### config.mk
export PLATFORM = sky130hd
export DESIGN_NAME = crc_framed_packet_encoder
export DESIGN_NICKNAME = d
export VERILOG_FILES = /design/src/design/cfe_pkg.sv /design/src/design/cfe_cfg_regs.sv /design/src/design/cfe_frame_ctrl.sv /design/src/design/cfe_serializer.sv /design/src/design/crc_framed_packet_encoder.sv
export SDC_FILE = /design/constraint.sdc
export NUM_CORES = 1
export LEC_CHECK = 0
export BUFFER_PORTS_ARGS = -buffer_cell sky130_fd_sc_hd__clkbuf_2
export CAP_MARGIN = 10
export CORE_UTILIZATION = 39
export CTS_BUF_LIST = sky130_fd_sc_hd__clkbuf_2
export CTS_CLUSTER_SIZE = 20
export DETAILED_ROUTE_END_ITERATION = 8
export GPL_TIMING_DRIVEN = 0
export PLACE_DENSITY_LB_ADDON = 0.15
export SYNTH_ARGS = -nofsm -noshare
export SYNTH_HDL_FRONTEND = slang
export SYNTH_SLANG_ARGS = --single-unit
### constraint.sdc
create_clock -name clk_i -period 10.3 [get_ports clk_i]
set_input_delay 2.06 -clock clk_i [delete_from_list [all_inputs] [get_ports clk_i]]
set_output_delay 2.06 -clock clk_i [all_outputs]
set_load 0.05 [all_outputs]
### src/design/cfe_pkg.sv
// ----------------------------------------------------------------------------
// cfe_pkg: shared types and helpers for the CRC framed packet encoder
// Holds the transaction payload types, register indexes, operation codes and
// the CRC-16/CCITT byte fold used by the frame controller and serializer.
// ----------------------------------------------------------------------------
package cfe_pkg;

  localparam int unsigned IdxW = 4;  // byte position within one job, 0..13

  localparam logic [15:0] CrcInit = 16'hFFFF;
  localparam logic [15:0] CrcPoly = 16'h1021;

  // operation codes
  localparam logic OP_HEADER  = 1'b0;
  localparam logic OP_PAYLOAD = 1'b1;

  // configuration register indexes
  localparam logic [1:0] REG_START_FIRST  = 2'd0;
  localparam logic [1:0] REG_START_SECOND = 2'd1;
  localparam logic [1:0] REG_VERSION      = 2'd2;

  typedef struct packed {
    logic        operation;
    logic [7:0]  frame_type;
    logic [15:0] sequence_req;
    logic [7:0]  command;
    logic [7:0]  status_code;
    logic [15:0] payload_length;
    logic [7:0]  payload_byte;
  } in_item_t;

  typedef struct packed {
    logic [7:0] out_byte;
    logic       frame_end;
    logic       run_last;
  } out_item_t;

  typedef struct packed {
    logic [7:0] start_first;
    logic [7:0] start_second;
    logic [7:0] version;
  } cfg_t;

  // one unit of output work: a full header burst or a single payload byte
  typedef struct packed {
    logic        is_hdr;
    logic        with_crc;   // append the two payload CRC bytes
    logic [7:0]  frame_type;
    logic [15:0] sequence_req;
    logic [7:0]  command;
    logic [7:0]  status_code;
    logic [15:0] payload_length;
    logic [7:0]  data;
    logic [15:0] crc;        // payload CRC to append when with_crc is set
  } job_t;

  function automatic logic [15:0] crc_fold(logic [15:0] crc_in, logic [7:0] b);
    logic [15:0] c;
    c = crc_in ^ {b, 8'h00};
    for (int i = 0; i < 8; i++) begin
      if (c[15]) begin
        c = {c[14:0], 1'b0} ^ CrcPoly;
      end else begin
        c = {c[14:0], 1'b0};
      end
    end
    return c;
  endfunction

endpackage

### src/design/cfe_cfg_regs.sv
// ----------------------------------------------------------------------------
// cfe_cfg_regs: configuration register file
// Three byte-wide registers for the start markers and version byte.
// Writes to an index beyond the list are dropped.
// ----------------------------------------------------------------------------
module cfe_cfg_regs
  import cfe_pkg::*;
(
  input  logic       clk_i,
  input  logic       rst_ni,
  input  logic       cfg_valid_i,
  output logic       cfg_ready_o,
  input  logic [1:0] cfg_index_i,
  input  logic [7:0] cfg_data_i,
  output cfg_t       cfg_o
);

  cfg_t cfg_q, cfg_d;

  assign cfg_ready_o = 1'b1;

  always_comb begin
    cfg_d = cfg_q;
    if (cfg_valid_i) begin
      unique case (cfg_index_i)
        REG_START_FIRST:  cfg_d.start_first  = cfg_data_i;
        REG_START_SECOND: cfg_d.start_second = cfg_data_i;
        REG_VERSION:      cfg_d.version      = cfg_data_i;
        default:          cfg_d = cfg_q;
      endcase
    end
  end

  always_ff @(posedge clk_i or negedge rst_ni) begin
    if (!rst_ni) begin
      cfg_q <= '0;
    end else begin
      cfg_q <= cfg_d;
    end
  end

  assign cfg_o = cfg_q;

endmodule

### src/design/cfe_frame_ctrl.sv
// ----------------------------------------------------------------------------
// cfe_frame_ctrl: frame state and job builder
// Tracks the payload bytes still owed and the running payload CRC, and turns
// each accepted transaction into a job for the serializer.
// ----------------------------------------------------------------------------
module cfe_frame_ctrl
  import cfe_pkg::*;
(
  input  logic     clk_i,
  input  logic     rst_ni,
  input  logic     accept_i,
  input  in_item_t item_i,
  output logic     job_valid_o,
  output job_t     job_o
);

  logic [15:0] remaining_q, remaining_d;
  logic [15:0] crc_q, crc_d;
  logic        in_payload_q, in_payload_d;
  logic [15:0] crc_next;

  assign crc_next = crc_fold(crc_q, item_i.payload_byte);

  always_comb begin
    remaining_d  = remaining_q;
    crc_d        = crc_q;
    in_payload_d = in_payload_q;
    job_valid_o  = 1'b0;

    job_o.is_hdr         = (item_i.operation == OP_HEADER);
    job_o.with_crc       = 1'b0;
    job_o.frame_type     = item_i.frame_type;
    job_o.sequence_req   = item_i.sequence_req;
    job_o.command        = item_i.command;
    job_o.status_code    = item_i.status_code;
    job_o.payload_length = item_i.payload_length;
    job_o.data           = item_i.payload_byte;
    job_o.crc            = crc_next;

    if (item_i.operation == OP_HEADER) begin
      job_valid_o    = 1'b1;
      job_o.with_crc = (item_i.payload_length == 16'd0);
      job_o.crc      = CrcInit;
      if (accept_i) begin
        crc_d        = CrcInit;
        remaining_d  = item_i.payload_length;
        in_payload_d = (item_i.payload_length != 16'd0);
      end
    end else if (in_payload_q && (remaining_q != 16'd0)) begin
      job_valid_o    = 1'b1;
      job_o.with_crc = (remaining_q == 16'd1);
      if (accept_i) begin
        crc_d       = crc_next;
        remaining_d = remaining_q - 16'd1;
        if (remaining_q == 16'd1) begin
          in_payload_d = 1'b0;
        end
      end
    end
  end

  always_ff @(posedge clk_i or negedge rst_ni) begin
    if (!rst_ni) begin
      remaining_q  <= '0;
      crc_q        <= CrcInit;
      in_payload_q <= 1'b0;
    end else begin
      remaining_q  <= remaining_d;
      crc_q        <= crc_d;
      in_payload_q <= in_payload_d;
    end
  end

endmodule

### src/design/cfe_serializer.sv
// ----------------------------------------------------------------------------
// cfe_serializer: job register, byte sequencer and output register
// Walks a job one byte per cycle unless stalled, folds the header CRC as
// header bytes go out and holds each result in a stall-aware output register.
// ----------------------------------------------------------------------------
module cfe_serializer
  import cfe_pkg::*;
(
  input  logic      clk_i,
  input  logic      rst_ni,
  input  cfg_t      cfg_i,
  input  logic      job_load_i,
  input  job_t      job_i,
  output logic      job_ready_o,
  output logic      out_valid_o,
  input  logic      out_stall_i,
  output out_item_t out_data_o
);

  localparam logic [IdxW-1:0] PosStartFirst  = 4'd0;
  localparam logic [IdxW-1:0] PosStartSecond = 4'd1;
  localparam logic [IdxW-1:0] PosVersion     = 4'd2;
  localparam logic [IdxW-1:0] PosType        = 4'd3;
  localparam logic [IdxW-1:0] PosSeqLo       = 4'd4;
  localparam logic [IdxW-1:0] PosSeqHi       = 4'd5;
  localparam logic [IdxW-1:0] PosCommand     = 4'd6;
  localparam logic [IdxW-1:0] PosStatus      = 4'd7;
  localparam logic [IdxW-1:0] PosLenLo       = 4'd8;
  localparam logic [IdxW-1:0] PosLenHi       = 4'd9;
  localparam logic [IdxW-1:0] PosHcrcLo      = 4'd10;
  localparam logic [IdxW-1:0] PosHcrcHi      = 4'd11;
  localparam logic [IdxW-1:0] PosPcrcLo      = 4'd12;
  localparam logic [IdxW-1:0] PosPcrcHi      = 4'd13;
  localparam logic [IdxW-1:0] PosData        = 4'd0;
  localparam logic [IdxW-1:0] PosDataCrcLo   = 4'd1;
  localparam logic [IdxW-1:0] PosDataCrcHi   = 4'd2;

  job_t            job_q, job_d;
  logic            job_valid_q, job_valid_d;
  logic [IdxW-1:0] idx_q, idx_d;
  logic [15:0]     hcrc_q, hcrc_d;
  logic            out_valid_q, out_valid_d;
  out_item_t       out_q, out_d;

  logic            out_ready;
  logic            emit;
  logic [IdxW-1:0] last_idx;
  logic            is_last;
  logic [7:0]      cur_byte;
  logic            cur_end;
  logic            in_hcrc_span;

  always_comb begin
    if (job_q.is_hdr) begin
      last_idx = job_q.with_crc ? PosPcrcHi : PosHcrcHi;
    end else begin
      last_idx = job_q.with_crc ? PosDataCrcHi : PosData;
    end
  end

  assign out_ready   = !out_valid_q || !out_stall_i;
  assign emit        = job_valid_q && out_ready;
  assign is_last     = (idx_q == last_idx);
  assign job_ready_o = !job_valid_q || (emit && is_last);

  assign in_hcrc_span = job_q.is_hdr && (idx_q >= PosVersion) && (idx_q <= PosLenHi);

  always_comb begin
    cur_byte = job_q.data;
    cur_end  = 1'b0;
    if (job_q.is_hdr) begin
      case (idx_q)
        PosStartFirst:  cur_byte = cfg_i.start_first;
        PosStartSecond: cur_byte = cfg_i.start_second;
        PosVersion:     cur_byte = cfg_i.version;
        PosType:        cur_byte = job_q.frame_type;
        PosSeqLo:       cur_byte = job_q.sequence_req[7:0];
        PosSeqHi:       cur_byte = job_q.sequence_req[15:8];
        PosCommand:     cur_byte = job_q.command;
        PosStatus:      cur_byte = job_q.status_code;
        PosLenLo:       cur_byte = job_q.payload_length[7:0];
        PosLenHi:       cur_byte = job_q.payload_length[15:8];
        PosHcrcLo:      cur_byte = hcrc_q[7:0];
        PosHcrcHi:      cur_byte = hcrc_q[15:8];
        PosPcrcLo:      cur_byte = job_q.crc[7:0];
        default: begin
          cur_byte = job_q.crc[15:8];
          cur_end  = 1'b1;
        end
      endcase
    end else begin
      case (idx_q)
        PosData:      cur_byte = job_q.data;
        PosDataCrcLo: cur_byte = job_q.crc[7:0];
        default: begin
          cur_byte = job_q.crc[15:8];
          cur_end  = 1'b1;
        end
      endcase
    end
  end

  always_comb begin
    job_d       = job_q;
    job_valid_d = job_valid_q;
    idx_d       = idx_q;
    hcrc_d      = hcrc_q;
    out_valid_d = out_valid_q;
    out_d       = out_q;

    if (emit) begin
      idx_d = idx_q + 4'd1;
      if (in_hcrc_span) begin
        hcrc_d = crc_fold(hcrc_q, cur_byte);
      end
      if (is_last) begin
        job_valid_d = 1'b0;
      end
    end

    if (job_load_i) begin
      job_d       = job_i;
      job_valid_d = 1'b1;
      idx_d       = '0;
      hcrc_d      = CrcInit;
    end

    if (out_ready) begin
      out_valid_d     = emit;
      out_d.out_byte  = cur_byte;
      out_d.frame_end = cur_end;
      out_d.run_last  = is_last;
    end
  end

  always_ff @(posedge clk_i or negedge rst_ni) begin
    if (!rst_ni) begin
      job_valid_q <= 1'b0;
      out_valid_q <= 1'b0;
    end else begin
      job_valid_q <= job_valid_d;
      out_valid_q <= out_valid_d;
    end
  end

  always_ff @(posedge clk_i) begin
    job_q  <= job_d;
    idx_q  <= idx_d;
    hcrc_q <= hcrc_d;
    out_q  <= out_d;
  end

  assign out_valid_o = out_valid_q;
  assign out_data_o  = out_q;

endmodule

### src/design/crc_framed_packet_encoder.sv
// ----------------------------------------------------------------------------
// crc_framed_packet_encoder: framed packet encoder with CRC-16/CCITT-FALSE
// Builds 12-byte headers with a header CRC, passes payload bytes through and
// closes each frame with the little-endian payload CRC.
// ----------------------------------------------------------------------------
//
//   channel  | direction | handshake              | payload
//   ---------+-----------+------------------------+---------------------------
//   in       | in        | in_valid_i / in_stall_o | in_data_i  (in_item_t)
//   out      | out       | out_valid_o / out_stall_i | out_data_o (out_item_t)
//   cfg      | in        | cfg_valid_i / cfg_ready_o | cfg_index_i, cfg_data_i
//
// A header yields 12 result bytes, or 14 when its length is zero; a payload
// transaction yields one, or three for the last byte of a frame. The sequencer
// emits one byte per cycle and takes the next transaction in the cycle it
// emits the final byte of the current job, so payload streams at one per cycle.
// Reset clears the frame state, the config registers and both valid flags.
// An output stall holds the output register and, through it, the sequencer.
//
module crc_framed_packet_encoder
  import cfe_pkg::*;
(
  input  logic       clk_i,
  input  logic       rst_ni,

  // input transactions
  input  logic       in_valid_i,
  output logic       in_stall_o,
  input  in_item_t   in_data_i,

  // result transactions
  output logic       out_valid_o,
  input  logic       out_stall_i,
  output out_item_t  out_data_o,

  // configuration writes
  input  logic       cfg_valid_i,
  output logic       cfg_ready_o,
  input  logic [1:0] cfg_index_i,
  input  logic [7:0] cfg_data_i
);

  cfg_t cfg;
  job_t job;
  logic job_valid;
  logic job_ready;
  logic in_accept;

  // Stall the input whenever the sequencer still has bytes left of a job
  // beyond this cycle; dropped payload bytes still need the slot free.
  assign in_stall_o = !job_ready;
  assign in_accept  = in_valid_i && !in_stall_o;

  cfe_cfg_regs u_cfg_regs (
    .clk_i       (clk_i),
    .rst_ni      (rst_ni),
    .cfg_valid_i (cfg_valid_i),
    .cfg_ready_o (cfg_ready_o),
    .cfg_index_i (cfg_index_i),
    .cfg_data_i  (cfg_data_i),
    .cfg_o       (cfg)
  );

  // Advance frame state and build the job for this transaction.
  cfe_frame_ctrl u_frame_ctrl (
    .clk_i       (clk_i),
    .rst_ni      (rst_ni),
    .accept_i    (in_accept),
    .item_i      (in_data_i),
    .job_valid_o (job_valid),
    .job_o       (job)
  );

  // Hold the job and emit its bytes through the output register.
  cfe_serializer u_serializer (
    .clk_i       (clk_i),
    .rst_ni      (rst_ni),
    .cfg_i       (cfg),
    .job_load_i  (in_accept && job_valid),
    .job_i       (job),
    .job_ready_o (job_ready),
    .out_valid_o (out_valid_o),
    .out_stall_i (out_stall_i),
    .out_data_o  (out_data_o)
  );

endmodule

Word-level counts from Yosys, hierarchy flattened
Index checks and enable logic that the tools add are counted.

cells by class
  $add $sub $neg = 2
  magnitude comparators = 2
  equal/unequal tests = 19
  muxes and demuxes = 59
  bitwise logic cells = 19
  reduce and logical (&&, ||, !) cells = 30

operator list
  operator                                                                number
  16-bit two-way mux                                                      22
  13-bit two-way mux                                                      16
  8-bit one-hot mux with 13 select lines                                  1
  3-bit inverter                                                          16
  16-bit nonzero test                                                     2
  16-bit XOR                                                              2
  4-bit == test (second input constant)                                   5
  16-bit by 1-bit == test with 1-bit output (second input constant)       1
  4-bit by 3-bit == test with 1-bit output (second input constant)        4
  16-bit zero test                                                        1
  8-bit one-hot mux with 2 select lines                                   1
  16-bit by 1-bit subtractor with 16-bit output (second input constant)   1
  1-bit two-way mux                                                       15
  13-bit OR reduction                                                     1
  2-bit AND reduction                                                     5
  4-bit by 2-bit == test with 1-bit output (second input constant)        2
  8-bit two-way mux                                                       1
  1-bit logical AND                                                       7
  2-bit nonzero test                                                      3
  4-bit by 1-bit adder with 4-bit output (second input constant)          1
  4-bit by 1-bit == test with 1-bit output (second input constant)        1
  4-bit == test                                                           1
  4-bit by 2-bit >= comparator with 1-bit output (second input constant)  1
  4-bit <= comparator (second input constant)                             1
  15 further kinds                                                        20

storage, ports and cells
  register bits = 171
  bits of input ports = 80
  output and inout port bits = 13
  logic and storage cells = 153

Depth between registers and ports, before layout
  depth in word-level cells = 34
  depth in mapped cells = 13
  depth with buffers taken out = 10

Modules after synthesis
Synthesis repeated with hierarchy kept, for this count alone.

unflattened totals
  cells, all modules = 771
  area total of the unflattened synthesis = 9053.7 µm²

modules (own cells, without submodules)
  module                     instances  cells an instance  area each (µm²)  seq. area each (µm²)
  cfe_serializer             1          405                5318.9           3213.1
  cfe_frame_ctrl             1          310                2793.9           845.8
  cfe_cfg_regs               1          53                 923.4            600.6
  crc_framed_packet_encoder  1          3                  17.5             0.0

Worst setup path before layout
No wires, ideal clock.

  path type = in2reg
  from = in out_stall_i
  to = reg u_serializer.job_q[0] in the netlist's numbering, enable pin
  arrival time = 5.416 ns
  required time = 9.821 ns
  path slack = 4.405 ns
  stages = 7
  buffers on the path = 2
  cells stage by stage = nand2_1 > a21bo_2 > nand2_1 > a21o_1 > inv_1 > buf_2 > clkbuf_1

between the ends
  word-level cells in the longest chain between the ends = 7

RTL lines
  element                      RTL line                         source
  from (decl)                  crc_framed_packet_encoder.sv:33  input logic out_stall_i,
  1-bit zero test              cfe_serializer.sv:61             assign out_ready = !out_valid_q || !out_stall_i;
  1-bit logical OR             cfe_serializer.sv:61
  1-bit logical AND            cfe_serializer.sv:62             assign emit = job_valid_q && out_ready;
  1-bit logical AND            cfe_serializer.sv:64             assign job_ready_o = !job_valid_q || (emit && is_last);
  1-bit logical OR             cfe_serializer.sv:64
  1-bit logical AND            crc_framed_packet_encoder.sv:52  assign in_accept = in_valid_i && !in_stall_o;
  1-bit logical AND            crc_framed_packet_encoder.sv:79  .job_load_i (in_accept && job_valid),
  net u_serializer.job_load_i  cfe_serializer.sv:12             input logic job_load_i,
  to (signal assigned)         cfe_serializer.sv:147            job_q <= job_d;
  to (decl)                    cfe_serializer.sv:38             job_t job_q, job_d;

The timed path passes the listed nets, and every way through them passes these cells.
A chain may end at the register's enable or synchronous reset.

Worst setup path in the final report
  from = in out_stall_i
  to = out in_stall_o

between the ends
  word-level cells in the longest chain between the ends = 6

RTL lines
  element            RTL line                         source
  1-bit zero test    cfe_serializer.sv:61
  1-bit logical OR   cfe_serializer.sv:61
  1-bit logical AND  cfe_serializer.sv:62
  1-bit logical AND  cfe_serializer.sv:64
  1-bit logical OR   cfe_serializer.sv:64
  1-bit zero test    crc_framed_packet_encoder.sv:51  assign in_stall_o = !job_ready;
  to (decl)          crc_framed_packet_encoder.sv:28  output logic in_stall_o,

Every way passes these cells.

==> out/qor.csv <==
stage,metric,value,unit
outcome,outcome,finished clean,
timing,Worst Clk Skew,0.0386,ns
clocking,clock sinks,171,
clocking,CTS H-tree depth,4,
synthesis,"Seq/Total Area, Yosys",58.5,%
timing,Worst Hold Slack,0.491,ns
placed_design,placed cell area,8790,um2
worst_hold_path,hold crit path type,register to register,
drt,DRC Markers,0,
cells_and_area,"commonest non-fill, non-tap cell in the layout",clkbuf_2,
clocking,Clock Latency Late Sink,0.79,ns
timing,"Slew Viols, Final",0,
clocking,clk buf depth,2,
floorplan,die height,145,um
floorplan,row cnt,51,
floorplan,core region area,19700,um2
grt,largest net degree at the start of global routing,60,
timing,setup violators final,0,
clocking,clock tree from TritonCTS,yes,
timing,fin crit share,50.8,%
setup_path,CP required,8.24,ns
synthesis,post-synthesis cell type count,64,
timing,RSZ-0062 raised after global routing,no,
clocking,cts bufs inserted,17,
drt,final WL,22200,um
clocking,clk root buf,clkbuf_2,
setup_path,Setup CP Type,input pin to output port,
clocking,"Hold-fix buffers, CTS",0,
synthesis,post-synthesis async set-or-reset flop share,34.5,%
pwr,Total Power,0.00282,W
pwr,maximum vdd drop,0.135,mV
cells_and_area,Synth-to-Final Area Change,13.2,%
drt,drt wl/cell,21.0,um
setup_path,Crit. End Element,output port,
cells_and_area,fraction of layout cells with a size suffix above 1,25.4,%
timing,Tmin final,5.23,ns
grt,vias in the first global route,6054,
placed_design,RePlAce Congestion,0.926,
cells_and_area,nets,870,
synthesis,Gate Count Post-Synth,669,
run,max-cap violation count,0,
floorplan,Die ar.,21000,um2
drt,via count,6001,
setup_path,Critical Path AT,3.17,ns
grt,Overall Global Routing Usage,21.7,%
clocking,# Post-CTS Setup Buffers,0,
synthesis,Synth top area share,34.7,%
synthesis,Avg Inst Size Synth,11.9,um2
setup_path,CP startpoint kind,input pin,
grt,remaining global-route overflow,0,
grt,first-pass GRT wire length,34400,um
clocking,PostCTS Resize Cnt,0,
synthesis,largest cells by area after synthesis,"edfxtp_1 35%, dfrtp_1 14%, dfstp_2 5.3%, dfxtp_1 5.0%, mux2_2 3.7%",
cells_and_area,Final Cell Area,9010,um2
pwr,leakage power,3.40,nW
floorplan,Ports,93,
timing,Fmax,191,MHz
drt,Routed Antenna Nets,0,
pwr,PD cells,313,nW/um2
synthesis,Main synth FF type,edfxtp_1,
setup_path,crit path max fanout,13,
timing,worst slew pin tran,0.872,ns
synthesis,"EDFF count, synth",92,
drt,Detailed Routing Iterations Pass 1,6,
floorplan,Chip Width,145,um
cells_and_area,"commonest cells after routing, fill and taps aside","108 x clkbuf_2, 92 x edfxtp_1, 51 x nand2_1",
drt,via/cell ratio,5.66,
timing,Slew headroom,41.8,%
placed_design,# port buffers,91,
timing,setup TNS,0,ns
placed_design,DP HPWL,16500,um
floorplan,Initial Util,40.4,%
synthesis,Synth area leader,edfxtp_1,
timing,Fin. Hold Viols,0,
synthesis,synth warn,0,
drt,Detailed Route Iter0 Violations,551,
grt,antenna violations before repair,1,
synthesis,"Net Count, Synth",758,
clocking,Clock transition at path regs,0.26,ns
synthesis,Mapped Area,7970,um2
synthesis,synthesized flop and latch total,171,
## per-stage QoR
stage	util [%]	setup WS (ns)	instances
final	45.7	5.07	1060
after global routing	45.7	4.96	1060
after CTS	45.7	5.03	1059
after detailed placement	44.6	5.03	1027
after global placement	44.4	2.95	1025
after floorplan	-	4.41	669
## Yosys cell counts (all sizes together) (8+ instances only)
cell type / number
nor3b: 8
nor2: 32
a31oi: 17
buf: 24
a221o: 8
ha: 9
xnor2: 29
clkbuf: 18
mux2: 26
o22ai: 20
edfxtp: 92
dfxtp: 20
xor2: 22
inv: 10
a22oi: 21
o211ai: 9
o21ai: 31
nand3: 24
dfstp: 16
mux2i: 17
nand2b: 8
dfrtp: 43
a21oi: 37
nand2: 51
## cells by family (layout without fill, tap and decap cells)
family,count (synthesis),in the layout,synth area share (%)
buf+inv,53,178,3.08
simple gates,165,165,10.3
fa+ha+maj,9,9,1.41
other cells,1,2,0.0471
compound gates,176,176,15.0
mux,43,43,5.81
flops,171,171,58.5
xor+xnor,51,51,5.89
## worst max-delay path, cell delays in order
cell and delay (ns):
clkbuf_2 0.07, nand2_1 0.31, a21bo_2 0.39, inv_1 0.07
clkbuf_2 0.27
## per-layer routing
metal  track usage (%)  up-vias  part of all wire (%)
met1              28.7     2933                    44
met5                 0        -                     0
li1                  -     2752                     -
met3              4.91       51                   6.8
met4              9.04        0                   3.6
met2              34.1      265                    46
## sequential cells by signal, summed over array words and instances (netlist names), 4 cells and up
signal,flops
u_cfg_regs.cfg_o,24
u_frame_ctrl.crc_q,16
u_frame_ctrl.remaining_q,16
u_serializer.hcrc_q,16
u_serializer.idx_q,4
u_serializer.job_q,82
u_serializer.out_data_o,10
## report_power, final
part / internal (W) / switching (W)
clock: 0.0000769 / 0.000264
combinational: 0.000501 / 0.000865
sequential: 0.000965 / 0.000146
## cell type report
class	instances	area [um2]
Inverter	11	41.3
Fill cell	1869	10700
Clock buffer	18	90.1
Sequential cell	171	4660
Antenna cell	1	2.50
Clock inverter	14	128
Tap cell	265	332
Multi-Input combinational cell	445	3060
Buffer	42	208
Timing Repair Buffer	93	493
## worst paths after layout
kind                                                     from  slack (ns)  cells past startpoint                                    to
min                         u_frame_ctrl.crc_q[6]$_DFFE_PN1P_        0.49                      2     u_frame_ctrl.crc_q[6]$_DFFE_PN1P_
min reg2reg                 u_frame_ctrl.crc_q[6]$_DFFE_PN1P_        0.49                      2     u_frame_ctrl.crc_q[6]$_DFFE_PN1P_
max reg2reg                u_serializer.idx_q[0]$_SDFFE_PP0P_        6.76                     12  u_serializer.hcrc_q[15]$_SDFFE_PP1P_
min in group asynchronous                              rst_ni        1.37                      1      u_cfg_regs.cfg_o[17]$_DFFE_PN0P_
max in group asynchronous                              rst_ni        8.37                      1  u_serializer.job_valid_q$_DFFE_PN0P_
max                                               out_stall_i        5.07                      5                            in_stall_o
Note: power is estimated with default switching activity, not from simulation.
